[config.mk]
export PLATFORM = sky130hd
export DESIGN_NAME = dsd_udiv
export DESIGN_NICKNAME = d
export VERILOG_FILES = /design/src/hw/rtl/dsd_udiv.sv
export SDC_FILE = /design/constraint.sdc
export NUM_CORES = 1
export LEC_CHECK = 0
export BUFFER_PORTS_ARGS = -buffer_cell sky130_fd_sc_hd__buf_2
export CORE_UTILIZATION = 45
export DETAILED_ROUTE_END_ITERATION = 6
export PLACE_DENSITY = 0.58
export SYNTH_ARGS = -nofsm -noshare
export SYNTH_HDL_FRONTEND = slang
export SYNTH_SLANG_ARGS = --single-unit
export TNS_END_PERCENT = 5
[constraint.sdc]
create_clock -name i_clk -period 3.5 [get_ports i_clk]
set_clock_uncertainty 0.15 [all_clocks]
set_input_delay 0.35 -clock i_clk [delete_from_list [all_inputs] [get_ports i_clk]]
set_output_delay 0.35 -clock i_clk [all_outputs]
set_load 0.005 [all_outputs]
[src/hw/rtl/dsd_udiv.sv]
// Pipelined unsigned restoring divider, one quotient bit per stage.
// Standalone; instantiated by the top level.
module dsd_udiv #(
    parameter int NW = 8,
    parameter int DW = 8
) (
    input  logic          i_clk,
    input  logic          i_en,
    input  logic [NW-1:0] i_num,
    input  logic [DW-1:0] i_den,
    output logic [NW-1:0] o_quo,
    output logic [DW-1:0] o_den
);

    logic [DW-1:0] r_rem [NW];
    logic [NW-1:0] r_num [NW];
    logic [NW-1:0] r_quo [NW];
    logic [DW-1:0] r_den [NW];

    for (genvar j = 0; j < NW; j++) begin : g_st
        logic [DW-1:0] rem_prev;
        logic [DW-1:0] den_prev;
        logic [NW-1:0] num_prev;
        logic [NW-1:0] quo_prev;
        logic [DW:0]   rem_in;
        logic [DW:0]   diff;
        logic          ge;
        logic [DW-1:0] n_rem;

        if (j == 0) begin : g_first
            assign rem_prev = '0;
            assign num_prev = i_num;
            assign quo_prev = '0;
            assign den_prev = i_den;
        end else begin : g_next
            assign rem_prev = r_rem[j-1];
            assign num_prev = r_num[j-1];
            assign quo_prev = r_quo[j-1];
            assign den_prev = r_den[j-1];
        end

        always_comb begin
            rem_in = {rem_prev, num_prev[NW-1]};
            diff   = rem_in - {1'b0, den_prev};
            ge     = (rem_in >= {1'b0, den_prev});
            n_rem  = ge ? diff[DW-1:0] : rem_in[DW-1:0];
        end

        always_ff @(posedge i_clk) begin
            if (i_en) begin
                r_rem[j] <= n_rem;
                r_num[j] <= num_prev << 1;
                r_quo[j] <= {quo_prev[NW-2:0], ge};
                r_den[j] <= den_prev;
            end
        end
    end

    assign o_quo = r_quo[NW-1];
    assign o_den = r_den[NW-1];

endmodule

==> out/qor.yml <==
synth_cells: 619
holdWs_ns: 0.1298
die_area_sq_mm: 0.01987
post-cts-setup-buffer-count: 0
start_kind: "flip-flop"
fmax_mhz: 388.1
drive_gt1_frac: 0.1449
synthTopCellsByArea: "edfxtp_1 (64%), ha_1 (8.4%), inv_1 (3.5%)"
htree_num_levels: 4
tightest_slew_ns: 0.8328
synthesis.area_sq_mm: 0.008691
place.gp.congestion: 0.9089
intPower_w: 0.004716
hold_class: "input port to flip-flop"
num_rows: 50
synth.most_common_cell: "edfxtp_1"
nets: 766
antenna_found_initial: 0
worstSetupEndpoint: "r_rem[0][15]"
required_ns: 3.54
ant_nets: 0
regArea_sq_mm: 0.005525
synthArstFlopShare: 0
die_x_um: 141.0
drt_first_pass_iters: 4
start_util: 0.4615
synth-edff-count: 184
wire_per_inst_um: 14.78
num_antenna_cells: 0
multi_input_area_sq_mm: 0.002838
vias_per_cell: 5.120
drc: 0
path_clk_slew_ns: 0.07
cts_tree: "done"
clock_latency_ns: 0.43
drtIter0Drc: 273
syn_nets: 701
gr-total-overflow: 0
p_seq_frac: 0.453
final-hold-violation-count: 0
track_usage: 0.1567
avgSynthCellArea_sq_um: 14.04
cap_violations: 0
post_synth_num_cell_types: 57
grt_pass1_wl_um: 23700
yosysSeqAreaShare: 0.6358
core-area_sq_mm: 0.01883
clock-sinks: 184
vias: 4900
slew_headroom: 0.4448
cp-startpoint: "r_rem[0][5]"
worstPathMaxFanout: 16
crit_type: "flip-flop to flip-flop"
ys_ff_latch: 184
setup_viol: 0
combPwrFrac: 0.264
ys.flop_type: "edfxtp_1"
power_density_mw_per_mm2: 668.7
grt_max_degree: 90
fin_crit_ns: 2.577
dp_hpwl_um: 10180
cts.path.max_buffers: 2
p_clk_frac: 0.283
synth_largest_area_cell: "edfxtp_1"
end_kind: "flip-flop"
r2r-end: "r_rem[0][15]"
port_buffers: 33
ys_top_cells_by_count: "edfxtp_1 (184), inv_1 (81), ha_1 (58)"
rsz0062_at_grt: "false"
area_growth_pct: 14.30
grt_pass1_vias: 5140
vdd_drop_max_uv: 367.5
r2r_cells: 6
r2r_start: "r_rem[0][5]"
synth.top_cell.area_share: 0.6358
r2r_setup_slack_ns: 0.92
cts_root_buf: "clkbuf_16"
wirelength_um: 14150
status: "finished, final reports clean"
period_share: 0.7362
die_height_um: 141.0
ioPinCount: 34
cp.arrival_ns: 2.61
p_sw_frac: 0.2900
synth_warnings: 0
p_leak_nw: 3.929
power.net_switching_w: 0.001927
cts_made_buffers: 17
fill_cells: 1565
fin_setup_tns_ns: 0
slew_viol_final: 0
[worst max-delay path, stage by stage (launching register included)]
cell and delay (ns):
edfxtp_1 0.40, ha_1 0.38, a21oi_1 0.25, o21ai_1 0.18, a221oi_4 0.62, inv_1 0.13, o22a_1 0.23
[what timing repair did]
item	4_1_cts	5_1_grt
hold buffers	15	0
gates resized for setup	0	0
endpoints found under the setup margin	0	0
endpoints found under the hold margin	15	0
[flip-flops by register name, summed over array words and instances (netlist names)]
| name | flops |
|---|---|
| r_quo | 36 |
| r_den | 64 |
| r_num | 28 |
| r_rem | 56 |
[metrics by stage]
| step | power [W] | std cells | instance area (sq um) | util | setup slack [ns] |
|---|---|---|---|---|---|
| after floorplan | 0.004383 | 619 | 8691 | - | 1.254 |
| after global placement | 0.004723 | 910 | 9204 | 0.4888 | 1.020 |
| after detailed placement | 0.004802 | 910 | 9204 | 0.4888 | 0.9452 |
| after CTS | 0.006712 | 957 | 9933 | 0.5275 | 0.9348 |
| after global routing | 0.007016 | 957 | 9933 | 0.5275 | 0.7094 |
| final | 0.006643 | 957 | 9933 | 0.5275 | 0.9233 |
[power groups by stage]
stage | Sequential, W | Clock (W) | Combinational, W
2_1_floorplan | 0.00301 | 0 | 0.00138
3_3_place_gp | 0.00305 | 0 | 0.00167
3_5_place_dp | 0.00306 | 0 | 0.00174
4_1_cts | 0.00302 | 0.00194 | 0.00176
5_1_grt | 0.00304 | 0.00202 | 0.00196
6_report | 0.00301 | 0.00188 | 0.00175
[cells in the final DEF (no fill, tap or decap), types with 3 or more instances in the layout]
cell type      instances
o31a_1                 3
inv_8                  4
fa_1                   6
nor2_1                20
clkbuf_16             17
o21ai_1                6
dlygate4sd3_1         15
edfxtp_1             184
mux2_2                 9
nand2_1               29
inv_6                  6
and2_1                 5
a21boi_0               3
nand3_1               10
nand2b_1               7
o31ai_1                4
or2_2                  3
xor2_1                 8
a21oi_1               28
a21o_1                12
buf_2                 32
ha_1                  58
inv_1                 81
nor3_1                 6
o21ai_0               33
or4_1                  3
nor2b_1               11
xnor2_1               12
o21a_1                 8
mux2i_1               10
mux2_4                 9
a21oi_2                4
a211oi_1               7
[layer usage]
metal | track usage | vias to the layer above | share of wire
met1 | 0.1442 | 2366 | 0.37
met5 | 0 | - | 0
met4 | 0.09497 | 0 | 0.036
met2 | 0.3116 | 87 | 0.57
li1 | - | 2416 | -
met3 | 0.03261 | 31 | 0.024
[cells by family (layout without fill, tap and decap cells)]
group | after synthesis | count (layout) | synth area share
flip-flops | 184 | 184 | 0.6358
AO/OA/AOI/OAI | 130 | 130 | 0.1063
AND/OR/NAND/NOR | 107 | 107 | 0.06277
buffers and inverters | 85 | 163 | 0.03772
adder cells (fa/ha/maj) | 64 | 64 | 0.09732
multiplexers | 29 | 29 | 0.04002
XOR/XNOR | 20 | 20 | 0.02016
[final cells by class]
| type | instances | share of cell area |
|---|---|---|
| clock buffers | 17 | 0.04283 |
| repair buffers | 50 | 0.03640 |
| multi-input cells | 350 | 0.2857 |
| clock inverters | 15 | 0.01549 |
| well taps | 260 | 0.03275 |
| flip-flops and latches | 184 | 0.5562 |
| inverters | 81 | 0.03061 |
[worst min-delay path by stage]
stage                       from      endpoint  slack, ns  depth (start not counted)
finish                  i_num[7]   r_rem[0][0]       0.13                          3
global route            i_num[7]   r_rem[0][0]       0.13                          3
CTS                     i_num[7]   r_rem[0][0]       0.06                          3
detailed placement  r_num[1][11]   r_num[2][5]       0.25                          0
global placement     r_quo[1][9]  r_quo[1][18]       0.25                          0
floorplan            r_num[0][2]  r_num[0][10]       0.25                          0
Note: power is estimated with default switching activity, not from simulation.
