File: config.mk
export PLATFORM = sky130hd
export DESIGN_NAME = dsd_isqrt
export DESIGN_NICKNAME = d
export VERILOG_FILES = /design/src/hw/rtl/dsd_isqrt.sv
export SDC_FILE = /design/constraint.sdc
export NUM_CORES = 1
export LEC_CHECK = 0
export ABC_AREA = 1
export BUFFER_PORTS_ARGS = -buffer_cell sky130_fd_sc_hd__buf_4
export CAP_MARGIN = 40
export CORE_ASPECT_RATIO = 1.1
export CORE_MARGIN = 1.5
export CORE_UTILIZATION = 45
export CTS_CLUSTER_SIZE = 24
export DETAILED_ROUTE_END_ITERATION = 6
export GPL_TIMING_DRIVEN = 0
export PLACE_DENSITY = 0.72
export SLEW_MARGIN = 20
export SYNTH_ARGS = -nofsm -noshare
export SYNTH_HDL_FRONTEND = slang
export SYNTH_SLANG_ARGS = --single-unit
File: constraint.sdc
create_clock -name i_clk -period 3.5 [get_ports i_clk]
set_input_delay 0.525 -clock i_clk [delete_from_list [all_inputs] [get_ports i_clk]]
set_output_delay 0.525 -clock i_clk [all_outputs]
set_load 0.01 [all_outputs]
File: src/hw/rtl/dsd_isqrt.sv
// Pipelined floor integer square root, one root bit per stage.
// Standalone; instantiated by the top level.
module dsd_isqrt #(
    parameter int VW = 8
) (
    input  logic            i_clk,
    input  logic            i_en,
    input  logic [VW-1:0]   i_val,
    output logic [VW/2-1:0] o_root
);

    localparam int RW = VW / 2;

    logic [RW+1:0] r_rem  [RW];
    logic [RW-1:0] r_root [RW];
    logic [VW-1:0] r_val  [RW];

    for (genvar j = 0; j < RW; j++) begin : g_st
        logic [RW+1:0] rem_prev;
        logic [RW-1:0] root_prev;
        logic [VW-1:0] val_prev;
        logic [RW+1:0] rem_in;
        logic [RW+1:0] trial;
        logic          ge;

        if (j == 0) begin : g_first
            assign rem_prev  = '0;
            assign root_prev = '0;
            assign val_prev  = i_val;
        end else begin : g_next
            assign rem_prev  = r_rem[j-1];
            assign root_prev = r_root[j-1];
            assign val_prev  = r_val[j-1];
        end

        always_comb begin
            rem_in = {rem_prev[RW-1:0], val_prev[VW-1 -: 2]};
            trial  = {root_prev, 2'b01};
            ge     = (rem_in >= trial);
        end

        always_ff @(posedge i_clk) begin
            if (i_en) begin
                r_rem[j]  <= ge ? (rem_in - trial) : rem_in;
                r_root[j] <= {root_prev[RW-2:0], ge};
                r_val[j]  <= val_prev << 2;
            end
        end
    end

    assign o_root = r_root[RW-1];

endmodule

==> out/metrics.sh <==
SYNTH_EDF_COUNT=33
IR_WORST_VDD_mV=0.3819
CTS.SINKS=33
WORST-ENDPOINT-ARRIVAL_NS=1.60
CP_MAX_FO=5
SYNTH_XOR_XNOR_AREA_SHARE_PCT=1.815
DIE_H_UM=62.49
VIASPERCELL=4.826
NETLIST_AREA_UM2=1448
ROWS=21
FINALHOLDVIOLATIONS=0
ROUTE.DETAILED.WL_PER_INST_UM=10.84
NUMBER_OF_ANTENNA_VIOLATIONS_AT_THE_FIRST_CHECK_IN_GLOBAL_ROUTING=0
WORST_SETUP_HOLD_PATH_CLK_SLEW_NS=0.10
SYNTH-SIMPLE-AREA-SHARE_PCT=13.57
ASYNC_FLOP_SHARE_PCT=0
GRT_USAGE_PCT=11.79
SETUP_SLACK_NS=1.981
FINISH.NET_COUNT=152
GRT_MAX_DEGREE=34
TIMING.FINAL.SETUP_VIOLATIONS=0
TRITONCTS='built'
DETAIL_ROUTE.ITER0.VIOLATIONS=21
SYN_AVG_CELL_AREA_UM2=12.93
INSERTION_DELAY_NS=0.33
FP.COREAREA_UM2=3048
PRE_CTS_SLACK_NS=1.998
TIMING.CRITICAL_PATH.FROM_TYPE='register'
MAX-CLOCK-PATH-BUFFERS=2
RUN_STATUS='completed'
REMAINING_DRC_ERRORS=0
ANTENNA_LEFT=0
CP_DATA_REQUIRED_TIME_NS=3.58
R2R_SETUP_SLACK_NS=1.98
TIMING.CRITICAL_PATH.TO_TYPE='register'
IO-PIN-COUNT=14
COMMONEST_REGISTER_CELL_AFTER_SYNTHESIS='sky130_fd_sc_hd__edfxtp_1'
CTS_ROOT_BUF='sky130_fd_sc_hd__clkbuf_4'
FIRST_GLOBAL_VIAS=793
RSZ0062_AT_GRT='false'
CRITICAL_PATH.MOST_COMMON_CELL='sky130_fd_sc_hd__nand2_1'
GRT-OVFL-TOTAL=0
MIN_PATH_TYPE='primary input to register'
POST_ROUTE_CELLS_DRIVE_ABOVE_1_SHARE_PCT=18.80
CRITICALPATHCATEGORY='register to register'
ROUTED_WL_UM=1811
CTS_SETUP_BUFFERS=0
SYNTH-SEQ-CELLS=33
CTS_RESIZED=0
POWER_DENSITY_nW_PER_UM2=527.4
TIMING.FMAX_GHz=0.6584
FLOORPLAN.DIE.WIDTH_UM=57.08
FIN_AREA_UM2=1663
FINAL_MIN_PERIOD_OVER_CLOCK_PERIOD_PCT=43.40
POST_SYNTH_NUM_CELL_TYPES=19
FINALMAXSLEWVIOLATIONS=0
POST-DP-HPWL_UM=1243
AREA_GROWTH_FROM_SYNTHESIS_TO_LAYOUT_PCT=14.87
POST_SYNTH_INST_COUNT=112
SYN-NUM-NETS=132
MAX_CAP_VIOLATIONS=0
DIE_AREA_UM2=3567
FIN_SKEW_NS=0.01155
YS.WARNINGS.COUNT=0
FINALWORSTPATHREQUIREDPERIOD_NS=1.519
INITIAL_UTILIZATION_PCT=47.50
WORST_PATH_CELL_TRACE='ha_1 -> nand2_1 -> nand3b_1 -> nand2_2 -> nand2_4 -> nand2_1 -> nand2_1'
FIRSTDRTPASSITERS=4
GRT_FIRST_PASS_WIRELENGTH_UM=3118
ACCUMULATED_NEGATIVE_SETUP_SLACK_NS=0
POST_SYNTH_FA_HA_MAJ_AREA_FRACTION_PCT=8.643
ROUTED-VIA-COUNT=806
MUXSHAREOFSYNTHAREA_PCT=0
SYNTH_TOP_FAMILY_BY_AREA='simple AND/OR/NAND/NOR gates'
LAYOUT.FILLER_CELLS=259
SYNTH_SEQUENTIAL_AREA_RATIO_PCT=68.45
N_ANTENNA_CELL=0
CP_SLOWEST_CELL='sky130_fd_sc_hd__edfxtp_1'
CTS_HTREE_LEVELS=2
POSTCTSHOLDBUFS=0
CTS_MADE_BUFFERS=5
SYNTH_COMPOUND_AREA_SHARE_PCT=2.593
PLACED_CELL_AREA_UM2=1588
MAX_STAGE_DELAY_NS=0.41
PORT_BUFFERS=13
POWER.STATIC_LEAKAGE_nW=0.7277
ROUTABILITYCONGESTION=0.8929
==> through the flow <==
| stage | util (%) | cells | hold slack, ns | power (W) |
|---|---|---|---|---|
| after global routing | 54.56 | 167 | 0.3361 | 0.0009265 |
| after floorplan | - | 112 | 0.4003 | 0.0005801 |
| final | 54.56 | 167 | 0.3594 | 0.0008770 |
| after detailed placement | 52.09 | 159 | 0.4045 | 0.0006184 |
| after global placement | 52.09 | 159 | 0.4032 | 0.0006116 |
| after CTS | 54.56 | 167 | 0.3437 | 0.0008891 |
==> layout by cell type (no fill, tap or decap), types with 2 or more instances in the layout <==
| cell | count |
|---|---|
| sky130_fd_sc_hd__ha_1 | 10 |
| sky130_fd_sc_hd__inv_1 | 18 |
| sky130_fd_sc_hd__buf_4 | 13 |
| sky130_fd_sc_hd__nand2_1 | 18 |
| sky130_fd_sc_hd__nand2_2 | 2 |
| sky130_fd_sc_hd__xor2_1 | 2 |
| sky130_fd_sc_hd__edfxtp_1 | 33 |
| sky130_fd_sc_hd__nor2_1 | 8 |
| sky130_fd_sc_hd__a21oi_1 | 4 |
| sky130_fd_sc_hd__clkbuf_4 | 5 |
| sky130_fd_sc_hd__nand3_1 | 7 |
==> worst max-delay path: cells and delay by family, from the launching register on <==
kind / cells / cell delay (ns)
fa+ha+maj: 1 / 0.38
flops: 1 / 0.41
simple gates: 6 / 0.48
==> flip-flops by register name (all words and copies together), names as in the netlist <==
| signal | count |
|---|---|
| r_val | 12 |
| r_rem | 11 |
| r_root | 10 |
==> where the power goes <==
group          leakage (nW)  switching, W  internal, W
logic                 0.369     0.0000626    0.0000481
registers             0.319     0.0000162     0.000481
clock network        0.0399      0.000120     0.000149
total                 0.728      0.000199     0.000678
==> final cells by class <==
class / count / area (µm²) / area share, %
flip-flops and latches: 33 / 991.0 / 59.59
multi-input cells: 61 / 389.1 / 23.40
repair buffers: 13 / 97.59 / 5.869
inverters: 18 / 67.56 / 4.063
well taps: 34 / 42.54 / 2.558
clock buffers: 6 / 41.29 / 2.483
clock inverters: 2 / 33.78 / 2.032
==> cell usage after synthesis (2+ instances only) <==
master	instances	area (µm²)
sky130_fd_sc_hd__inv_1	18	67.56
sky130_fd_sc_hd__nand3_1	7	35.03
sky130_fd_sc_hd__xor2_1	2	17.52
sky130_fd_sc_hd__nand2_2	2	12.51
sky130_fd_sc_hd__edfxtp_1	33	991.0
sky130_fd_sc_hd__nor2_1	8	30.03
sky130_fd_sc_hd__a21oi_1	4	20.02
sky130_fd_sc_hd__nand2_1	18	67.56
sky130_fd_sc_hd__ha_1	10	125.1
==> worst paths after layout <==
kind / startpoint / end / cells after the start
worst max-delay path: r_rem[1][0]$_DFFE_PP_ / r_rem[2][0]$_DFFE_PP_ / 7
worst min-delay path: i_val[1] / r_val[0][1]$_DFFE_PP_ / 1
worst max register to register: r_rem[1][0]$_DFFE_PP_ / r_rem[2][0]$_DFFE_PP_ / 7
worst min register to register: r_val[0][2]$_DFFE_PP_ / r_val[1][4]$_DFFE_PP_ / 0
==> logic make-up after synthesis <==
| kind of cell | count (synthesis) |
|---|---|
| xor gates and xnor gates | 3 |
| AOI/OAI and AO/OA | 7 |
| other | 1 |
| adders and majority gates | 10 |
| and+or+nand+nor | 40 |
| buffers and inverters | 18 |
| DFF | 33 |
==> per-layer routing <==
metal	GRT usage, %	wire (µm)
met5	0	0
met4	6.395	35
met3	6.418	96
met2	20.11	970
met1	10.96	708
No activity file was read; power rests on OpenSTA's default activity.
